`src/sv/stts_pkg.sv`:
```
// Shared types and codes of the sleep-timer task scheduler.
`timescale 1ns / 1ps
package stts_pkg;

  typedef enum logic [2:0] {
    OP_SPAWN    = 3'd0,
    OP_SLEEP    = 3'd1,
    OP_FINISH   = 3'd2,
    OP_TICK     = 3'd3,
    OP_DISPATCH = 3'd4
  } op_e;

  typedef enum logic [2:0] {
    STAT_DONE       = 3'd0,
    STAT_FULL       = 3'd1,
    STAT_DISPATCHED = 3'd2,
    STAT_IDLE_WAIT  = 3'd3,
    STAT_NOTHING    = 3'd4
  } status_e;

  typedef enum logic [1:0] {
    SLOT_FREE     = 2'd0,
    SLOT_READY    = 2'd1,
    SLOT_SLEEPING = 2'd2,
    SLOT_RUNNING  = 2'd3
  } slot_state_e;

  typedef struct packed {
    slot_state_e  state;
    logic [15:0]  left;
  } slot_t;

  localparam slot_t SLOT_RESET = '{state: SLOT_FREE, left: 16'd0};

  localparam logic [15:0] WAIT_CAP_RESET = 16'd1000;
  localparam logic [15:0] PERIOD_RESET   = 16'd1;

  typedef enum logic [2:0] {
    S_IDLE,
    S_SPAWN,
    S_CUR,
    S_TICK,
    S_DISP,
    S_EMIT
  } state_e;

endpackage

```
`src/sv/stts_if.sv`:
```
// Valid/ready channel interfaces for scheduler operations and results.
`timescale 1ns / 1ps
interface stts_in_if;
  logic        valid;
  logic        ready;
  logic [2:0]  op;
  logic [15:0] sleep_ms;

  modport source (output valid, output op, output sleep_ms, input ready);
  modport sink   (input valid, input op, input sleep_ms, output ready);
endinterface

interface stts_out_if;
  logic        valid;
  logic        ready;
  logic [2:0]  status;
  logic [1:0]  task_index;
  logic [15:0] wait_ms;

  modport source (output valid, output status, output task_index, output wait_ms, input ready);
  modport sink   (input valid, input status, input task_index, input wait_ms, output ready);
endinterface

```
`src/sv/stts_slot_mem.sv`:
```
// Slot table memory: one write port, one registered read port, per-entry valid bits.
`timescale 1ns / 1ps
module stts_slot_mem #(
  parameter int unsigned DEPTH = 4,
  localparam int unsigned AW = $clog2(DEPTH)
) (
  input  logic            clk_i,
  input  logic            rst_ni,
  input  logic            rd_en_i,
  input  logic [AW-1:0]   rd_addr_i,
  output stts_pkg::slot_t rd_data_o,
  input  logic            wr_en_i,
  input  logic [AW-1:0]   wr_addr_i,
  input  stts_pkg::slot_t wr_data_i
);
  import stts_pkg::*;

  slot_t            mem_q [DEPTH];
  slot_t            rd_q;
  logic [DEPTH-1:0] valid_q;
  logic             rd_valid_q;

  always_ff @(posedge clk_i) begin
    if (wr_en_i) begin
      mem_q[wr_addr_i] <= wr_data_i;
    end
    if (rd_en_i) begin
      rd_q <= mem_q[rd_addr_i];
    end
  end

  // An entry never written reads as a free slot with a zero countdown.
  always_ff @(posedge clk_i or negedge rst_ni) begin
    if (!rst_ni) begin
      valid_q    <= '0;
      rd_valid_q <= 1'b0;
    end else begin
      if (wr_en_i) begin
        valid_q[wr_addr_i] <= 1'b1;
      end
      if (rd_en_i) begin
        rd_valid_q <= valid_q[rd_addr_i];
      end
    end
  end

  assign rd_data_o = rd_valid_q ? rd_q : SLOT_RESET;

endmodule

```
`src/sv/sleep_timer_task_scheduler.sv`:
```
// Top level of the sleep-timer task scheduler: sequencer around the slot table memory.
// Flow: an unknown op goes straight to the result; sleep, finish and dispatch read
// the running slot first; spawn and tick walk the table, and so does a dispatch scan.
// Throughput: one word at a time; the slot table memory is walked one entry per
// cycle through its single read port.
// Reset: asynchronous, active low; all slots read free (valid bits cleared at
// once, no clearing pass), period 1, wait cap 1000, running slot and scan position 0.
`timescale 1ns / 1ps
module sleep_timer_task_scheduler #(
  parameter int unsigned TASKS = 4
) (
  input  logic        clk_i,
  input  logic        rst_ni,
  input  logic        cfg_we_i,
  input  logic [15:0] cfg_wdata_i,
  stts_in_if.sink     in_i,
  stts_out_if.source  out_o
);
  import stts_pkg::*;

  localparam int unsigned IW = $clog2(TASKS);
  localparam logic [IW-1:0] LAST = IW'(TASKS - 1);

  // Sequencer state and operation registers.
  state_e      state_q, state_d;
  op_e         op_q, op_d;
  logic [15:0] ms_q, ms_d;
  logic [IW-1:0] cnt_q, cnt_d;     // entries scanned so far
  logic [IW-1:0] addr_q, addr_d;   // entry whose read data arrives this cycle
  logic [15:0] best_q, best_d;     // smallest sleeping countdown seen
  logic        any_q, any_d;       // some slot sleeps

  // Architectural scheduler state outside the table.
  logic [IW-1:0] running_q, running_d;
  logic [IW-1:0] scanpos_q, scanpos_d;
  logic [15:0]   period_q, period_d;
  logic [15:0]   maxwait_q;

  // Pending result and output register.
  status_e     res_status_q, res_status_d;
  logic [IW-1:0] res_index_q, res_index_d;
  logic [15:0] res_wait_q, res_wait_d;
  logic        out_valid_q, out_valid_d;
  status_e     out_status_q, out_status_d;
  logic [IW-1:0] out_index_q, out_index_d;
  logic [15:0] out_wait_q, out_wait_d;

  // Memory port.
  logic          rd_en, wr_en;
  logic [IW-1:0] rd_addr, wr_addr;
  slot_t         rd_data, wr_data;

  // Per-entry helpers.
  logic [15:0]   cap;
  logic [15:0]   v_floor;
  logic          sleeping;
  logic [15:0]   best_n;
  logic          any_n;
  logic [IW-1:0] addr_next;

  stts_slot_mem #(
    .DEPTH (TASKS)
  ) u_mem (
    .clk_i     (clk_i),
    .rst_ni    (rst_ni),
    .rd_en_i   (rd_en),
    .rd_addr_i (rd_addr),
    .rd_data_o (rd_data),
    .wr_en_i   (wr_en),
    .wr_addr_i (wr_addr),
    .wr_data_i (wr_data)
  );

  // Treat a zero cap as one; raise a zero countdown to one for the idle wait.
  assign cap       = (maxwait_q == 16'd0) ? 16'd1 : maxwait_q;
  assign v_floor   = (rd_data.left == 16'd0) ? 16'd1 : rd_data.left;
  assign sleeping  = (rd_data.state == SLOT_SLEEPING);
  assign best_n    = (sleeping && (v_floor < best_q)) ? v_floor : best_q;
  assign any_n     = any_q | sleeping;
  assign addr_next = (addr_q == LAST) ? '0 : addr_q + 1'b1;

  always_comb begin
    state_d      = state_q;
    op_d         = op_q;
    ms_d         = ms_q;
    cnt_d        = cnt_q;
    addr_d       = addr_q;
    best_d       = best_q;
    any_d        = any_q;
    running_d    = running_q;
    scanpos_d    = scanpos_q;
    period_d     = period_q;
    res_status_d = res_status_q;
    res_index_d  = res_index_q;
    res_wait_d   = res_wait_q;
    out_valid_d  = out_valid_q;
    out_status_d = out_status_q;
    out_index_d  = out_index_q;
    out_wait_d   = out_wait_q;
    rd_en        = 1'b0;
    rd_addr      = addr_q;
    wr_en        = 1'b0;
    wr_addr      = addr_q;
    wr_data      = rd_data;
    in_i.ready   = 1'b0;

    // Drop the output word once taken.
    if (out_valid_q && out_o.ready) begin
      out_valid_d = 1'b0;
    end

    case (state_q)
      S_IDLE: begin
        in_i.ready = 1'b1;
        if (in_i.valid) begin
          op_d         = op_e'(in_i.op);
          ms_d         = in_i.sleep_ms;
          cnt_d        = '0;
          res_status_d = STAT_DONE;
          res_index_d  = '0;
          res_wait_d   = 16'd0;
          case (op_e'(in_i.op))
            OP_SPAWN, OP_TICK: begin
              rd_en   = 1'b1;
              rd_addr = '0;
              addr_d  = '0;
              state_d = (op_e'(in_i.op) == OP_SPAWN) ? S_SPAWN : S_TICK;
            end
            OP_SLEEP, OP_FINISH, OP_DISPATCH: begin
              rd_en   = 1'b1;
              rd_addr = running_q;
              addr_d  = running_q;
              state_d = S_CUR;
            end
            default: begin
              state_d = S_EMIT;
            end
          endcase
        end
      end

      S_SPAWN: begin
        // Take the lowest free slot; stop at the first hit.
        if (rd_data.state == SLOT_FREE) begin
          wr_en        = 1'b1;
          wr_data      = '{state: SLOT_READY, left: 16'd0};
          res_index_d  = addr_q;
          state_d      = S_EMIT;
        end else if (cnt_q == LAST) begin
          res_status_d = STAT_FULL;
          state_d      = S_EMIT;
        end else begin
          rd_en   = 1'b1;
          rd_addr = addr_next;
          addr_d  = addr_next;
          cnt_d   = cnt_q + 1'b1;
        end
      end

      S_TICK: begin
        if (sleeping) begin
          wr_en = 1'b1;
          if (rd_data.left > period_q) begin
            wr_data = '{state: SLOT_SLEEPING, left: rd_data.left - period_q};
          end else begin
            wr_data = '{state: SLOT_READY, left: 16'd0};
          end
        end
        if (cnt_q == LAST) begin
          state_d = S_EMIT;
        end else begin
          rd_en   = 1'b1;
          rd_addr = addr_next;
          addr_d  = addr_next;
          cnt_d   = cnt_q + 1'b1;
        end
      end

      S_CUR: begin
        // Entry of the running slot is here; sleep and finish without a running task do nothing, dispatch scans.
        case (op_q)
          OP_SLEEP: begin
            if (rd_data.state == SLOT_RUNNING) begin
              wr_en   = 1'b1;
              wr_data = '{state: SLOT_SLEEPING, left: ms_q};
            end
            state_d = S_EMIT;
          end
          OP_FINISH: begin
            if (rd_data.state == SLOT_RUNNING) begin
              wr_en   = 1'b1;
              wr_data = '{state: SLOT_FREE, left: rd_data.left};
            end
            state_d = S_EMIT;
          end
          default: begin
            if (rd_data.state == SLOT_RUNNING) begin
              res_status_d = STAT_DISPATCHED;
              res_index_d  = running_q;
              state_d      = S_EMIT;
            end else begin
              rd_en   = 1'b1;
              rd_addr = scanpos_q;
              addr_d  = scanpos_q;
              cnt_d   = '0;
              best_d  = cap;
              any_d   = 1'b0;
              state_d = S_DISP;
            end
          end
        endcase
      end

      S_DISP: begin
        // Circular scan for a ready slot, tracking the smallest sleep on the way.
        if (rd_data.state == SLOT_READY) begin
          wr_en        = 1'b1;
          wr_data      = '{state: SLOT_RUNNING, left: rd_data.left};
          running_d    = addr_q;
          scanpos_d    = addr_next;
          res_status_d = STAT_DISPATCHED;
          res_index_d  = addr_q;
          state_d      = S_EMIT;
        end else if (cnt_q == LAST) begin
          if (any_n) begin
            period_d     = best_n;
            res_status_d = STAT_IDLE_WAIT;
            res_wait_d   = best_n;
          end else begin
            res_status_d = STAT_NOTHING;
          end
          state_d = S_EMIT;
        end else begin
          best_d  = best_n;
          any_d   = any_n;
          rd_en   = 1'b1;
          rd_addr = addr_next;
          addr_d  = addr_next;
          cnt_d   = cnt_q + 1'b1;
        end
      end

      S_EMIT: begin
        // Hold the result until the output register is free.
        if (!out_valid_q || out_o.ready) begin
          out_valid_d  = 1'b1;
          out_status_d = res_status_q;
          out_index_d  = res_index_q;
          out_wait_d   = res_wait_q;
          state_d      = S_IDLE;
        end
      end

      default: begin
        state_d = S_IDLE;
      end
    endcase
  end

  always_ff @(posedge clk_i or negedge rst_ni) begin
    if (!rst_ni) begin
      state_q     <= S_IDLE;
      running_q   <= '0;
      scanpos_q   <= '0;
      period_q    <= PERIOD_RESET;
      maxwait_q   <= WAIT_CAP_RESET;
      out_valid_q <= 1'b0;
    end else begin
      state_q     <= state_d;
      running_q   <= running_d;
      scanpos_q   <= scanpos_d;
      period_q    <= period_d;
      out_valid_q <= out_valid_d;
      if (cfg_we_i) begin
        maxwait_q <= cfg_wdata_i;
      end
    end
  end

  // Payload registers carry no reset.
  always_ff @(posedge clk_i) begin
    op_q         <= op_d;
    ms_q         <= ms_d;
    cnt_q        <= cnt_d;
    addr_q       <= addr_d;
    best_q       <= best_d;
    any_q        <= any_d;
    res_status_q <= res_status_d;
    res_index_q  <= res_index_d;
    res_wait_q   <= res_wait_d;
    out_status_q <= out_status_d;
    out_index_q  <= out_index_d;
    out_wait_q   <= out_wait_d;
  end

  assign out_o.valid      = out_valid_q;
  assign out_o.status     = out_status_q;
  assign out_o.task_index = 2'(out_index_q);
  assign out_o.wait_ms    = out_wait_q;

  // A scan never reads the entry it writes in the same cycle, so no forwarding.
  a_no_rw_overlap : assert property (@(posedge clk_i) disable iff (!rst_ni)
    (rd_en && wr_en) |-> (rd_addr != wr_addr))
    else $error("slot table read and write hit the same entry");

  // The tick period is never zero.
  a_period_nonzero : assert property (@(posedge clk_i) disable iff (!rst_ni)
    period_q != 16'd0)
    else $error("tick period became zero");

  // Running slot and scan position stay inside the table.
  a_index_range : assert property (@(posedge clk_i) disable iff (!rst_ni)
    (running_q <= LAST) && (scanpos_q <= LAST))
    else $error("slot index out of range");

  // A dispatch with a running task reports it without a scan.
  a_dispatch_running : assert property (@(posedge clk_i) disable iff (!rst_ni)
    (state_q == S_CUR && op_q == OP_DISPATCH && rd_data.state == SLOT_RUNNING)
      |=> (state_q == S_EMIT && res_status_q == STAT_DISPATCHED))
    else $error("dispatch of a running task did not report it");

endmodule

```
`src/flat_wrapper.sv`:
```
// flat-port wrapper written by rule: the top's interface ports become plain ports
module sleep_timer_task_scheduler_flat import stts_pkg::*;
#(
  parameter int unsigned TASKS = 4
)
  (clk_i, rst_ni, cfg_we_i, cfg_wdata_i, in_i_valid, in_i_op, in_i_sleep_ms, in_i_ready, out_o_valid, out_o_status, out_o_task_index, out_o_wait_ms, out_o_ready);
  stts_in_if in_i_i ();
  stts_out_if out_o_i ();
  input  logic clk_i;
  input  logic rst_ni;
  input  logic cfg_we_i;
  input  logic [15:0] cfg_wdata_i;
  input wire logic [$bits(in_i_i.valid)-1:0] in_i_valid;
  input wire logic [$bits(in_i_i.op)-1:0] in_i_op;
  input wire logic [$bits(in_i_i.sleep_ms)-1:0] in_i_sleep_ms;
  output wire logic [$bits(in_i_i.ready)-1:0] in_i_ready;
  output wire logic [$bits(out_o_i.valid)-1:0] out_o_valid;
  output wire logic [$bits(out_o_i.status)-1:0] out_o_status;
  output wire logic [$bits(out_o_i.task_index)-1:0] out_o_task_index;
  output wire logic [$bits(out_o_i.wait_ms)-1:0] out_o_wait_ms;
  input wire logic [$bits(out_o_i.ready)-1:0] out_o_ready;
  assign in_i_i.valid = in_i_valid;
  assign in_i_i.op = in_i_op;
  assign in_i_i.sleep_ms = in_i_sleep_ms;
  assign in_i_ready = in_i_i.ready;
  assign out_o_valid = out_o_i.valid;
  assign out_o_status = out_o_i.status;
  assign out_o_task_index = out_o_i.task_index;
  assign out_o_wait_ms = out_o_i.wait_ms;
  assign out_o_i.ready = out_o_ready;
  sleep_timer_task_scheduler #(.TASKS(TASKS)) u_core (.clk_i(clk_i), .rst_ni(rst_ni), .cfg_we_i(cfg_we_i), .cfg_wdata_i(cfg_wdata_i), .in_i(in_i_i), .out_o(out_o_i));
endmodule
```
`config.mk`:
```
export PLATFORM = sky130hd
export DESIGN_NAME = sleep_timer_task_scheduler_flat
export DESIGN_NICKNAME = d
export VERILOG_FILES = /design/src/sv/stts_pkg.sv /design/src/sv/stts_if.sv /design/src/sv/stts_slot_mem.sv /design/src/sv/sleep_timer_task_scheduler.sv /design/src/flat_wrapper.sv
export SDC_FILE = /design/constraint.sdc
export NUM_CORES = 1
export LEC_CHECK = 0
export BUFFER_PORTS_ARGS = -buffer_cell sky130_fd_sc_hd__buf_4
export CAP_MARGIN = 5
export CELL_PAD_IN_SITES_DETAIL_PLACEMENT = 0
export CELL_PAD_IN_SITES_GLOBAL_PLACEMENT = 1
export CORE_MARGIN = 4
export CORE_UTILIZATION = 40
export DETAILED_ROUTE_END_ITERATION = 8
export PLACE_DENSITY = 0.68
export SLEW_MARGIN = 30
export SYNTH_ARGS = -nofsm -noshare
export SYNTH_HDL_FRONTEND = slang
export SYNTH_SLANG_ARGS = --single-unit
```
`constraint.sdc`:
```
create_clock -name clk_i -period 3.26 [get_ports clk_i]
set_clock_uncertainty 0.05 [all_clocks]
set_input_delay 0.652 -clock clk_i [delete_from_list [all_inputs] [get_ports clk_i]]
set_output_delay 0.652 -clock clk_i [all_outputs]
set_load 0.02 [all_outputs]
```
# [Word level (Yosys, flattened, before mapping)]
# Memory sizes are Yosys's and may differ from the RTL's. A register that Yosys moved wholly into a read port is not among the register bits.
# Index checks and enable logic that the tools add are counted.
[totals] reg_bits=127 mem_bits_rw=72 input_bits=40 output_inout_bits=23 elab_cells=181 mem_count=1
[classes] n_addsub=3 order_cmp=5 eq_ne=30 n_mux=91 bitwise_logic=3 reduce_logical=28
[mem_list] memory="u_core.u_mem.mem_q" depth=4 width=18 rd=1 rd_ports_with_merged_regs=1 wr=1 line_no="stts_slot_mem.sv:18" rtl="slot_t mem_q [DEPTH];"
[op_table] op="$mux 16" count=11
[op_table] op="$mux 18" count=7
[op_table] op="$pmux 18 s4" count=1
[op_table] op="$pmux 16 s2" count=2
[op_table] op="$mux 3" count=14
[op_table] op="$mux 2" count=18
[op_table] op="$pmux 18 s2" count=1
[op_table] op="$logic_not 16->1" count=2
[op_table] op="$mux 1" count=25
[op_table] op="$pmux 2 s5" count=2
[op_table] op="$pmux 3 s6" count=1
[op_table] op="$gt 16x16->1" count=1
[op_table] op="$lt 16x16->1" count=1
[op_table] op="$sub 16x16->16" count=1
[op_table] op="$eq 3x2->1 const B" count=5
[op_table] op="$ne 2x1->1 const B" count=7
[op_table] op="$ne 2x2->1 const B" count=6
[op_table] op="$pmux 3 s4" count=1
[op_table] op="$reduce_and 6->1" count=2
[op_table] op="$reduce_and 5->1" count=2
[op_table] op="$eq 3x1->1 const B" count=3
[op_table] op="$eq 3x3->1 const B" count=3
[op_table] op="$eq 2x2->1 const B" count=4
[op_table] op="$pmux 2 s4" count=1
[op_table] op="other kinds (29)" count=39

# [Logic depth before layout (Yosys ltp)]
# Gate-level depths: netlist of the first run.
[depth] depth_word=10 depth_mapped=14 depth_no_buf=11

# [Cells and area by module]
# Synthesis of the first run repeated with hierarchy kept, for this count alone.
[unflattened] hier_cells=889 area_unflattened_um2=10774.1
[by_module_without_submodules] module="sleep_timer_task_scheduler" instances=1 cells_each=738 area_each_um2=7290.7 seq_area_each_um2=3452.1
[by_module_without_submodules] module="stts_slot_mem" instances=1 cells_each=151 area_each_um2=3483.3 seq_area_each_um2=2827.7

# [Worst setup path before layout of the first run]
# No wires, ideal clock.
[synth_timing] path_type="register -> register" start="register u_core.state_q[1]" end="register, netlist name u_core.u_mem.rd_q[10]" setup_ps=261 arrival_time_ps=2864 required_ps=2949 path_slack_ps=86 stages_incl_launch_ff=11 synth_period_minus_slack_ps=3174 cell_sequence="dfrtp_1 buf_4 nor3_1 and2_1 a32oi_1 nand2_1 o21bai_4 buf_12 buf_12 mux2i_1 mux2i_1"
[synth_between] elab_chain_cells=2 word_cells_on_any_way=7 classes_between="4 x eq/ne; 2 x mux; 1 x reduce/logical"
[synth_lines] item="start, declared" line_no="sleep_timer_task_scheduler.sv:25" rtl="state_e state_q, state_d;"
[synth_lines] item="start signal, assigned" line_no="sleep_timer_task_scheduler.sv:269" rtl="state_q <= state_d;"
[synth_lines] item="$eq 3x3->1, or another cell as far along" line_no="sleep_timer_task_scheduler.sv:112" rtl="case (state_q)"
[synth_lines] item="$pmux 2 s5 / $pmux 1 s5 (equally long branches)" line_no="sleep_timer_task_scheduler.sv:112"
# Several ways; a longest one is shown, not always the timed one.
# A chain may end at the register's enable or synchronous reset.

# [Final worst setup path of the first run]
[layout_timing] start="register u_core.u_mem.rd_valid_q" end="register u_core.best_q[13] (data pin)"
[layout_between] elab_chain_cells=9 word_cells_on_any_way=10 classes_between="1 x order compare; 1 x eq/ne; 6 x mux; 2 x reduce/logical"
[layout_lines] item="start, declared" line_no="stts_slot_mem.sv:21" rtl="logic rd_valid_q;"
[layout_lines] item="start signal, assigned" line_no="stts_slot_mem.sv:42" rtl="rd_valid_q <= valid_q[rd_addr_i];"
[layout_lines] item="$mux 18 *" line_no="stts_slot_mem.sv:47" rtl="assign rd_data_o = rd_valid_q ? rd_q : SLOT_RESET;"
[layout_lines] item="$logic_not 16->1" line_no="sleep_timer_task_scheduler.sv:76" rtl="assign v_floor = (rd_data.left == 16'd0) ? 16'd1 : rd_data.left;"
[layout_lines] item="$mux 16" line_no="sleep_timer_task_scheduler.sv:76"
[layout_lines] item="$lt 16x16->1" line_no="sleep_timer_task_scheduler.sv:78" rtl="assign best_n = (sleeping && (v_floor < best_q)) ? v_floor : best_q;"
[layout_lines] item="$logic_and 1x1->1" line_no="sleep_timer_task_scheduler.sv:78"
[layout_lines] item="$mux 16 *" line_no="sleep_timer_task_scheduler.sv:78"
[layout_lines] item="$mux 16 *" line_no="sleep_timer_task_scheduler.sv:224" rtl="end else if (cnt_q == LAST) begin"
[layout_lines] item="$mux 16 *" line_no="sleep_timer_task_scheduler.sv:216" rtl="if (rd_data.state == SLOT_READY) begin"
[layout_lines] item="$pmux 16 s2 *" line_no="sleep_timer_task_scheduler.sv:112"
[layout_lines] item="via u_core.best_d[13]" line_no="sleep_timer_task_scheduler.sv:30" rtl="logic [15:0] best_q, best_d;"
[layout_lines] item="end signal, assigned" line_no="sleep_timer_task_scheduler.sv:286" rtl="best_q <= best_d;"
[layout_lines] item="end, declared" line_no="sleep_timer_task_scheduler.sv:30"
# Mark *: on every way through the listed nets, which the timed path passes. The rest lies on a longest branch. The select of a mux whose other input is x is not followed.

==> results by group, run 1 <==
Placement
  • PortBufs: 62
  • Total placed cells including tap cells: 1289
  • Area after DPL: 11680 um2
  • Pre-CTS setup slack: 0.04520 ns
  • Detail Placement HPWL: 18.62 mm
  • RePlAce Congestion: 0.8901

Setup path
  • FF-to-FF Start: u_core.u_mem.rd_valid_q
  • CP arrival: 3.28 ns
  • Crit path depth: 10
  • Most frequent CP cell: buf_4
  • CP max stage cell: dfrtp_2
  • Worst Setup SP: u_core.u_mem.rd_valid_q
  • Critical Path RT: 3.46 ns
  • CP cell instances: buf_4, nand2_1, inv_1, ha_1, a21o_1, a211o_1, nor4b_4, buf_4, mux2i_1, o21ai_1
  • Worst setup SP type: flop
  • Crit path kind: flop to flop
  • CP Max Fanout: 13
  • Crit path max-delay family: compound AO/OA/AOI/OAI gates
  • Reg2reg end: u_core.best_q[13]
  • CP Capture Type: flop
  • Reg2reg path depth: 10
  • Worst path max stage delay: 0.50 ns
  • CP bufs+invs: 3
  • Reg2reg setup slack: 0.18 ns

Timing
  • RSZ-0062 raised after global routing: yes
  • Min Tclk post-route: 3.076 ns
  • Slew at the pin with the worst max-slew slack: 0.6762 ns
  • Slew headroom: 54.92%
  • # setup viols final: 0
  • Final Hold Viols: 0
  • Achievable Freq: 325.1 MHz
  • Setup TNS: 0 ns
  • Setup ws final: 0.1843 ns
  • Max Transition Viols Final: 0
  • WHS: 0.1125 ns
  • Final period utilization: 94.35%

Logic synthesis
  • Complex-gate fraction of the synthesized area: 10.97%
  • Adder-cell share of the synthesized area: 4.299%
  • Syn Inst Count: 881
  • Distinct cell type count after synthesis: 64
  • Post-synthesis register bit count: 217
  • Async set-reset flop share out of synthesis: 20.74%
  • Cell Area, Synth: 10650 um2
  • Synth Area in Simple Gates: 10.53%
  • Mean post-synth cell area: 12.09 um2
  • Ys flop type: edfxtp_1
  • Sequential fraction of the synthesis area: 58.96%
  • Xor/xnor share of the synthesized area: 1.233%
  • Mux contribution to synthesized area: 9.280%
  • Synthesized Nets: 957
  • EDFF count, synth: 170
  • Ys Warns: 0
  • Main combinational cell family by area after synthesis: compound AO/OA/AOI/OAI gates

Global routing
  • Grt total ovfl: 0
  • Overall Global Routing Usage: 17.19%
  • Initial antenna violation count: 0
  • Largest net degree at the start of global routing: 46
  • First-pass GRT wire length: 39.19 mm
  • Vias in the first global route: 7074

CTS
  • Root buf cell: clkbuf_16
  • CTS Sinks: 217
  • Clk buf depth: 3
  • Worst skew pair latency: 0.52 ns
  • CTS tree: built
  • H-tree Lvls: 1
  • Total CTS buffers: 24
  • CTS clock-pin slew for the worst setup and hold paths: 0.06 ns

Final layout
  • Final nets: 1057
  • Most frequent cells in the layout: 170 x edfxtp_1, 109 x buf_4, 86 x nand2_1
  • Fin util: 47.82%
  • P&R area growth vs syn: 17.31%
  • Commonest non-fill, non-tap cell in the layout: edfxtp_1
  • Fin area: 12500 um2
  • Final Instance Count excl. Fillers: 1333
  • Share of cells above drive strength 1: 19.74%
  • N_diodes: 0

Power
  • Peak supply drop: 0.6842 mV
  • Static Leak: 4.950 nW
  • Overall Power: 14.41 mW
  • Pwr dens: 1153 nW/um2

Outcome
  • Status: finished, final reports clean

Die
  • Starting Density: 40.76%
  • Die Ht: 171.2 um
  • FP Rows: 59
  • Core footprint: 26130 um2
  • Die Area: 29300 um2
  • Boundary Pins: 63
  • Die X: 171.2 um

Run
  • Max-cap viol count: 0

Routing
  • Final wirelength: 25.78 mm
  • # DRC: 0
  • Via count: 7113
  • Post-DRT Antenna Nets: 0
  • Number of vias per cell: 5.336
  • DR pass1 iterations: 5
  • First DRT Iteration DRCs: 471
  • Routed wire per std cell: 19.34 um

Hold path
  • Min-Delay Path Class: input pin to async pin
power by group:
part / switching [mW] / total [mW] / internal [mW]
logic: 4.11 / 6.83 / 2.72
registers: 0.528 / 4.90 / 4.37
clock network: 1.08 / 2.69 / 1.61
total: 5.71 / 14.4 / 8.70
final cells by class:
type	instances	area, um2
inverter	65	244.0
multi-input combinational	562	3901
sequential	217	6281
fill	2391	13640
clock inverter	10	117.6
tap	335	419.2
clock buffer	33	674.4
timing repair buffer	111	858.3
synthesized netlist by cell type (all sizes together), types with 10 or more instances:
master	instances	area, um2
a21o	10	75.07
a21oi	41	205.2
and2	14	87.58
buf	16	181.4
clkbuf	21	78.83
dfrtp	38	950.9
edfxtp	170	5105
ha	35	437.9
inv	65	244.0
mux2	22	247.7
mux2i	74	740.7
nand2	87	329.1
nand2b	14	87.58
nor2	56	226.5
nor4	12	81.33
o21ai	69	345.3
o221ai	18	157.7
repair_timing:
item	in CTS	in global routing
hold buffers	0	0
gates resized for setup	0	5
hold endpoints to repair	0	0
endpoints found under the setup margin	0	115
buffers inserted	0	1
registers in the layout, summed over array words and instances (netlist names), 16 cells and up:
signal                flops
u_core.period_q          16
u_core.u_mem.rd_q        18
u_core.ms_q              16
u_core.res_wait_q        16
u_core.best_q            16
u_core.maxwait_q         16
u_core.u_mem.mem_q       72
u_core.out_o.wait_ms     16
kinds of logic after synthesis:
kind of cell / after synthesis
AND/OR/NAND/NOR: 231
flip-flops: 217
AO/OA/AOI/OAI: 184
buffers and inverters: 102
multiplexers: 96
adder cells (fa/ha/maj): 36
XOR/XNOR: 15
worst max path at each step:
stage / to / slack (ns)
3_5_place_dp: u_core.best_q[15] / 0.05
5_1_grt: u_core.u_mem.mem_q[2][3] / -0.008
2_1_floorplan: u_core.u_mem.rd_q[10] / 0.09
3_3_place_gp: u_core.best_q[15] / 0.05
4_1_cts: u_core.u_mem.mem_q[1][17] / 0.03
6_report: u_core.best_q[13] / 0.18
worst reg2reg max path, cell delays in order (launching register included):
cell	delay [ns]
dfrtp_2	0.50
buf_4	0.18
nand2_1	0.19
inv_1	0.08
ha_1	0.30
a21o_1	0.16
a211o_1	0.35
nor4b_4	0.28
buf_4	0.26
mux2i_1	0.36
o21ai_1	0.10
per-layer routing:
| metal | part of all wire, % | track usage (%) | up-vias |
|---|---|---|---|
| li1 | - | - | 3436 |
| met2 | 49 | 29.06 | 176 |
| met5 | 0 | 0 | - |
| met3 | 4.5 | 2.712 | 40 |
| met1 | 45 | 23.50 | 3461 |
| met4 | 2.1 | 4.065 | 0 |
Power figures use the tool's default switching activity.
==> inputs of run 2 (changes only) <==
--- a/config.mk
+++ b/config.mk
@@ -10,9 +10,10 @@
 export CELL_PAD_IN_SITES_DETAIL_PLACEMENT = 0
 export CELL_PAD_IN_SITES_GLOBAL_PLACEMENT = 1
 export CORE_MARGIN = 4
-export CORE_UTILIZATION = 40
+export CORE_UTILIZATION = 25
 export DETAILED_ROUTE_END_ITERATION = 8
-export PLACE_DENSITY = 0.68
+export PLACE_DENSITY = 0.46
+export RECOVER_POWER = 100
 export SLEW_MARGIN = 30
 export SYNTH_ARGS = -nofsm -noshare
 export SYNTH_HDL_FRONTEND = slang
==> run 2 against run 1 <==
  * Via count decreased by 0.15%
  * Maximum frequency fell by 1.5%
  * Largest power group unchanged
  * Largest cell class unchanged
  * Non-clock buffer count increased by 27
==> results by group, run 2 (same netlist as run 1, synthesis figures left out) <==
Setup path
  • Critical Path RT: 3.49 ns (was 3.46 ns)
  • CP Max Fanout: 11 (was 13)
  • CP Capture Type: flop (unchanged)
  • Reg2reg setup slack: 0.14 ns (was 0.18 ns)
  • Crit path kind: flop to flop (unchanged)
  • CP arrival: 3.36 ns (was 3.28 ns)
  • Worst setup SP type: flop (unchanged)

Routing
  • Final wirelength: 29.94 mm (was 25.78 mm)
  • Via count: 7102 (was 7113)
  • # DRC: 0 (unchanged)
  • Routed wire per std cell: 19.10 um (was 19.34 um)
  • DR pass1 iterations: 5 (unchanged)
  • First DRT Iteration DRCs: 345 (was 471)
  • Number of vias per cell: 4.529 (was 5.336)
  • Post-DRT Antenna Nets: 0 (unchanged)

Timing
  • Slew headroom: 9.539% (was 54.92%)
  • Min Tclk post-route: 3.122 ns (was 3.076 ns)
  • Max Transition Viols Final: 0 (unchanged)
  • Final period utilization: 95.75% (was 94.35%)
  • RSZ-0062 raised after global routing: yes (unchanged)
  • Setup ws final: 0.1384 ns (was 0.1843 ns)
  • Slew at the pin with the worst max-slew slack: 1.357 ns (was 0.6762 ns)
  • Setup TNS: 0 ns (unchanged)
  • # setup viols final: 0 (unchanged)
  • Final Hold Viols: 0 (unchanged)
  • Achievable Freq: 320.3 MHz (was 325.1 MHz)

Die
  • Die Area: 45970 um2 (was 29300 um2)
  • Die Ht: 214.4 um (was 171.2 um)
  • Core footprint: 42040 um2 (was 26130 um2)
  • Starting Density: 25.34% (was 40.76%)
  • Boundary Pins: 63 (unchanged)
  • Die X: 214.4 um (was 171.2 um)
  • FP Rows: 75 (was 59)

Global routing
  • First-pass GRT wire length: 45.69 mm (was 39.19 mm)
  • Overall Global Routing Usage: 12.77% (was 17.19%)
  • Grt total ovfl: 0 (unchanged)
  • Largest net degree at the start of global routing: 46 (unchanged)
  • Vias in the first global route: 7403 (was 7074)
  • Initial antenna violation count: 0 (unchanged)

Run
  • Max-cap viol count: 0 (unchanged)

Power
  • Seq pwr share: 32.0% (was 34.0%)
  • Switching power: 6.174 mW (was 5.713 mW)
  • Comb pwr share: 49.6% (was 47.4%)
  • Peak supply drop: 0.4484 mV (was 0.6842 mV)
  • Static Leak: 5.020 nW (was 4.950 nW)
  • Clock Power Share: 18.4% (was 18.6%)
  • Overall Power: 15.25 mW (was 14.41 mW)
  • Internal Power: 9.073 mW (was 8.700 mW)
  • Sw Share: 40.49% (was 39.64%)
  • Pwr dens: 1172 nW/um2 (was 1153 nW/um2)

Final layout
  • Commonest non-fill, non-tap cell in the layout: edfxtp_1 (unchanged)
  • N_diodes: 0 (unchanged)
  • Share of cells above drive strength 1: 20.80% (was 19.74%)
  • P&R area growth vs syn: 22.13% (was 17.31%)
  • Most flops, register: u_core.u_mem.mem_q (unchanged)
  • Most frequent cells in the layout: 170 x edfxtp_1, 85 x nand2_1, 84 x buf_4 (was 170 x edfxtp_1, 109 x buf_4, 86 x nand2_1)
  • Final nets: 1086 (was 1057)
  • Largest registers: u_core.u_mem.mem_q: 72 flops, u_core.u_mem.rd_q: 18 flops (unchanged)
  • Max reg flops: 72 (unchanged)

Outcome
  • Status: finished, final reports clean (unchanged)

CTS
  • CTS tree: built (unchanged)
  • Total CTS buffers: 26 (was 24)
  • CTS Sinks: 217 (unchanged)
  • H-tree Lvls: 1 (unchanged)
  • Root buf cell: clkbuf_16 (unchanged)
  • CTS clock-pin slew for the worst setup and hold paths: 0.06 ns (about the same)
  • Clk buf depth: 3 (unchanged)
  • Worst skew pair latency: 0.53 ns (was 0.52 ns)

Placement
  • Pre-CTS setup slack: -0.04383 ns (was 0.04520 ns)
  • PortBufs: 62 (unchanged)
  • Detail Placement HPWL: 21.96 mm (was 18.62 mm)
  • RePlAce Congestion: 0.8063 (was 0.8901)

Hold path
  • Min-Delay Path Class: input pin to flop (was input pin to async pin)
-- run 2: path summary, 6_finish.rpt --
| kind | startpoint | endpoint | cells past startpoint |
|---|---|---|---|
| worst max-delay path | u_core.u_mem.rd_q[0] | u_core.u_mem.mem_q[0][5] | 13 |
| worst min-delay path | in_i_sleep_ms[13] | u_core.ms_q[13] | 1 |
| worst max register to register | u_core.u_mem.rd_q[0] | u_core.u_mem.mem_q[0][5] | 13 |
| worst min register to register | u_core.res_wait_q[14] | u_core.out_o.wait_ms[14] | 0 |
| max in group asynchronous | rst_ni | u_core.u_mem.rd_valid_q | 1 |
| min in group asynchronous | rst_ni | u_core.maxwait_q[4] | 1 |
-- run 2: layer usage --
metal	vias up	global-route usage (%)	routed length (um)
met5	-	0	0
met1	3469	17.86	14340
met2	102	21.14	14100
met4	0	2.161	470
li1	3494	-	-
met3	37	2.239	1033
-- run 2: power by group through the flow --
| stage | Combinational [mW] | Sequential, mW | Clock, mW |
|---|---|---|---|
| floorplan | 4.83 | 4.78 | 0 |
| global placement | 7.57 | 4.94 | 0 |
| detailed placement | 7.51 | 4.93 | 0 |
| CTS | 7.57 | 4.90 | 2.93 |
| global route | 8.38 | 4.97 | 3.04 |
| finish | 7.56 | 4.88 | 2.81 |
-- run 2: area by class of cell --
class	count	area, um2
inverter	65	244.0
clock inverter	11	81.33
fill	4378	29030
sequential	217	6281
multi-input combinational	562	4019
tap	539	674.4
clock buffer	36	749.5
timing repair buffer	138	959.7
-- run 2: metrics by stage --
stage          std cells  cell area [um2]  utilization, %  hold slack (ns)
4_1_cts             1566            12990           30.89           0.1156
5_1_grt             1568            13010           30.94           0.2287
3_3_place_gp        1519            12140           28.88           0.3510
6_report            1568            13010           30.94           0.2634
3_5_place_dp        1519            12140           28.88           0.3545
2_1_floorplan        881            10650               -           0.3064
-- run 2: worst max-delay path, stage by stage, from the launching register on --
cell and delay, ns:
edfxtp_1 0.48, nand2_2 0.14, ha_1 0.17, inv_1 0.06, fa_1 0.44, a21o_1 0.21
a21oi_2 0.16, o211ai_1 0.26, a21oi_2 0.25, nor3_2 0.07, nand2_1 0.09, buf_6 0.16
o221ai_1 0.14, buf_4 0.17
-- run 2: timing repair --
item / 4_1_cts / 5_1_grt
hold buffers: 0 / 0
gates resized for setup: 4 / 28
pin swaps: 0 / 2
endpoints found under the setup margin: 18 / 104
cloned: 0 / 0
setup buffers: 0 / 2
endpoints found under the hold margin: 0 / 0
==> inputs of run 3 (changes only) <==
--- a/config.mk
+++ b/config.mk
@@ -5,6 +5,7 @@
 export SDC_FILE = /design/constraint.sdc
 export NUM_CORES = 1
 export LEC_CHECK = 0
+export ABC_AREA = 1
 export BUFFER_PORTS_ARGS = -buffer_cell sky130_fd_sc_hd__buf_4
 export CAP_MARGIN = 5
 export CELL_PAD_IN_SITES_DETAIL_PLACEMENT = 0
@@ -12,7 +13,7 @@
 export CORE_MARGIN = 4
 export CORE_UTILIZATION = 25
 export DETAILED_ROUTE_END_ITERATION = 8
-export PLACE_DENSITY = 0.46
+export PLACE_DENSITY = 0.48
 export RECOVER_POWER = 100
 export SLEW_MARGIN = 30
 export SYNTH_ARGS = -nofsm -noshare
==> run 3 against run 2 <==
  * Via count rose by 13%
  * Clock power increased by 12%
  * Largest power group unchanged
  * Non-clock buffer count fell by 25
  * Highest routed layer unchanged
  * Global-route usage is 0.80 points higher
  * Worst hold slack got worse by 0.024 ns
==> results by group, run 3 <==
Final layout
  • Max reg flops: 72 (unchanged)
  • P&R area growth vs syn: 21.80% (was 22.13%)
  • Most frequent cells in the layout: 218 x nand2_1, 170 x edfxtp_1, 149 x inv_1 (was 170 x edfxtp_1, 85 x nand2_1, 84 x buf_4)
  • Most flops, register: u_core.u_mem.mem_q (unchanged)
  • Share of cells above drive strength 1: 18.06% (was 20.80%)
  • N_diodes: 0 (unchanged)
  • Final nets: 1278 (was 1086)
  • Commonest non-fill, non-tap cell in the layout: nand2_1 (was edfxtp_1)
  • Largest registers: u_core.u_mem.mem_q: 72 flops, u_core.u_mem.rd_q: 18 flops (unchanged)

Routing
  • Via count: 7992 (was 7102)
  • DR pass1 iterations: 4 (was 5)
  • Final wirelength: 31.89 mm (was 29.94 mm)
  • Routed wire per std cell: 18.09 um (was 19.10 um)
  • Number of vias per cell: 4.533 (was 4.529)
  • # DRC: 0 (unchanged)
  • First DRT Iteration DRCs: 474 (was 345)
  • Post-DRT Antenna Nets: 0 (unchanged)

Die
  • Starting Density: 25.43% (was 25.34%)
  • Die Area: 46240 um2 (was 45970 um2)
  • Die Ht: 215.0 um (was 214.4 um)
  • Die X: 215.0 um (was 214.4 um)
  • Boundary Pins: 63 (unchanged)
  • FP Rows: 75 (unchanged)
  • Core footprint: 42130 um2 (was 42040 um2)

CTS
  • CTS clock-pin slew for the worst setup and hold paths: 0.06 ns (about the same)
  • H-tree Lvls: 1 (unchanged)
  • Clk buf depth: 3 (unchanged)
  • Worst skew pair latency: 0.55 ns (was 0.53 ns)
  • Root buf cell: clkbuf_16 (unchanged)
  • Total CTS buffers: 28 (was 26)
  • CTS Sinks: 217 (unchanged)
  • CTS tree: built (unchanged)

Hold path
  • Min-Delay Path Class: input pin to flop (unchanged)
  • Min-Delay Startpoint: out_o_ready (was in_i_sleep_ms[13])

Logic synthesis
  • Synth area leader: edfxtp_1 (unchanged)
  • Ys Warns: 0 (unchanged)
  • Most common cell in the synthesized netlist: nand2_1 (was edfxtp_1)
  • Syn Inst Count: 1090 (was 881)
  • Post-synthesis register bit count: 217 (unchanged)
  • Top cells by count, synth: 218 x nand2_1, 170 x edfxtp_1, 149 x inv_1, 97 x o21ai_0, 80 x nor2_1 (was 170 x edfxtp_1, 86 x nand2_1, 74 x mux2i_1, 65 x inv_1, 55 x nor2_1)
  • Mean post-synth cell area: 9.832 um2 (was 12.09 um2)
  • Sequential fraction of the synthesis area: 58.60% (was 58.96%)
  • Synthesized Nets: 1166 (was 957)
  • Dominant cells by area after synthesis: edfxtp_1 48%, dfrtp_1 8.9%, nand2_1 7.6% (was edfxtp_1 48%, dfrtp_1 8.9%, mux2i_1 7.0%)
  • Async set-reset flop share out of synthesis: 20.74% (unchanged)
  • Ys flop type: edfxtp_1 (unchanged)
  • Cell Area, Synth: 10720 um2 (was 10650 um2)
  • Synth top area share: 47.64% (was 47.93%)
  • EDFF count, synth: 170 (unchanged)
  • Distinct cell type count after synthesis: 51 (was 64)

Global routing
  • Vias in the first global route: 8189 (was 7403)
  • Largest net degree at the start of global routing: 46 (unchanged)
  • Grt total ovfl: 0 (unchanged)
  • Initial antenna violation count: 0 (unchanged)
  • First-pass GRT wire length: 48.82 mm (was 45.69 mm)
  • Overall Global Routing Usage: 13.56% (was 12.77%)

Timing
  • Slew headroom: 9.498% (was 9.539%)
  • Max Transition Viols Final: 0 (unchanged)
  • RSZ-0062 raised after global routing: no (was yes)
  • Final period utilization: 91.82% (was 95.75%)
  • # setup viols final: 0 (unchanged)
  • Achievable Freq: 334.1 MHz (was 320.3 MHz)
  • Setup TNS: 0 ns (unchanged)
  • Slew at the pin with the worst max-slew slack: 1.358 ns (was 1.357 ns)
  • WHS: 0.2397 ns (was 0.2634 ns)
  • Final Hold Viols: 0 (unchanged)
  • Min Tclk post-route: 2.993 ns (was 3.122 ns)

Setup path
  • Worst Setup SP: u_core.u_mem.rd_valid_q (was u_core.u_mem.rd_q[0])
  • Worst setup SP type: flop (unchanged)
  • CP Max Fanout: 10 (was 11)
  • Crit path kind: flop to flop (unchanged)
  • FF-to-FF Start: u_core.u_mem.rd_valid_q (was u_core.u_mem.rd_q[0])
  • CP arrival: 3.32 ns (was 3.36 ns)
  • Reg2reg setup slack: 0.27 ns (was 0.14 ns)
  • Critical Path RT: 3.59 ns (was 3.49 ns)
  • CP Capture Type: flop (unchanged)

Power
  • Peak supply drop: 0.4696 mV (was 0.4484 mV)
  • Pwr dens: 1157 nW/um2 (was 1172 nW/um2)
  • Static Leak: 5.620 nW (was 5.020 nW)

Outcome
  • Status: finished, final reports clean (unchanged)

Placement
  • PortBufs: 62 (unchanged)
  • RePlAce Congestion: 0.7885 (was 0.8063)
  • Detail Placement HPWL: 23.26 mm (was 21.96 mm)

Run
  • Max-cap viol count: 0 (unchanged)
-- run 3: layout make-up --
class	count	area (um2)
clock buffer	36	782.0
clock inverter	16	167.7
fill	4371	29080
inverter	160	605.6
multi-input combinational	682	3686
sequential	217	6281
tap	539	674.4
timing repair buffer	113	855.8
-- run 3: per-layer routing --
metal	routed length (um)	vias to the layer above	global-route usage (%)	share of wire, %
met5	0	-	0	0
met4	544	0	2.577	1.7
li1	-	3958	-	-
met3	1132	34	2.232	3.5
met2	15400	125	23.42	48
met1	14820	3875	18.17	46
-- run 3: metrics by stage --
step                      area [um2]  power (mW)  std cells  util (%)  setup slack [ns]
final                          13050       15.10       1763     30.98            0.2668
after global routing           13050       16.38       1763     30.98          0.008487
after CTS                      13040       15.34       1763     30.96           0.08743
after detailed placement       12090       12.09       1711     28.70            0.1116
after global placement         12090       12.16       1711     28.70            0.1304
after floorplan                10720       9.435       1090         -            0.3817
-- run 3: power by group --
part           internal, mW  switching, mW
registers              4.38          0.387
logic                  2.32           4.87
clock network          1.93           1.21
-- run 3: cells by family (layout without fill, tap and decap cells) --
group,count (synthesis),count (layout),synth area share [%]
and+or+nand+nor,421,421,17.35
DFF,217,217,58.60
AOI/OAI and AO/OA,214,214,11.57
buffers and inverters,191,325,7.309
adders and majority gates,36,36,4.273
xor gates and xnor gates,11,11,0.8990
-- run 3: what timing repair did --
item / CTS / global route
setup endpoints to repair: 0 / 57
hold buffers: 0 / 0
resized for setup: 0 / 7
buffers inserted: 0 / 0
-- run 3: worst paths after layout --
check                                            endpoint  depth (start not counted)
worst max-delay path            u_core.u_mem.mem_q[3][16]                         15
max in group asynchronous         u_core.u_mem.rd_valid_q                          1
worst max register to register  u_core.u_mem.mem_q[3][16]                         15
worst min register to register    u_core.out_o.wait_ms[1]                          0
min in group asynchronous             u_core.maxwait_q[4]                          1
worst min-delay path                   u_core.out_o.valid                          2
-- run 3: worst max-delay path: stages, from the launching register on --
cell and delay, ns:
dfrtp_2 0.47, nand2_1 0.12, ha_1 0.19, inv_1 0.07
fa_1 0.43, nand3_1 0.10, nand2_1 0.09, a21oi_2 0.18
o21bai_1 0.13, nand2_1 0.08, nand2_1 0.06, nand2_2 0.14
nand2_1 0.22, a21oi_1 0.27, a21oi_1 0.06, nand2_1 0.18
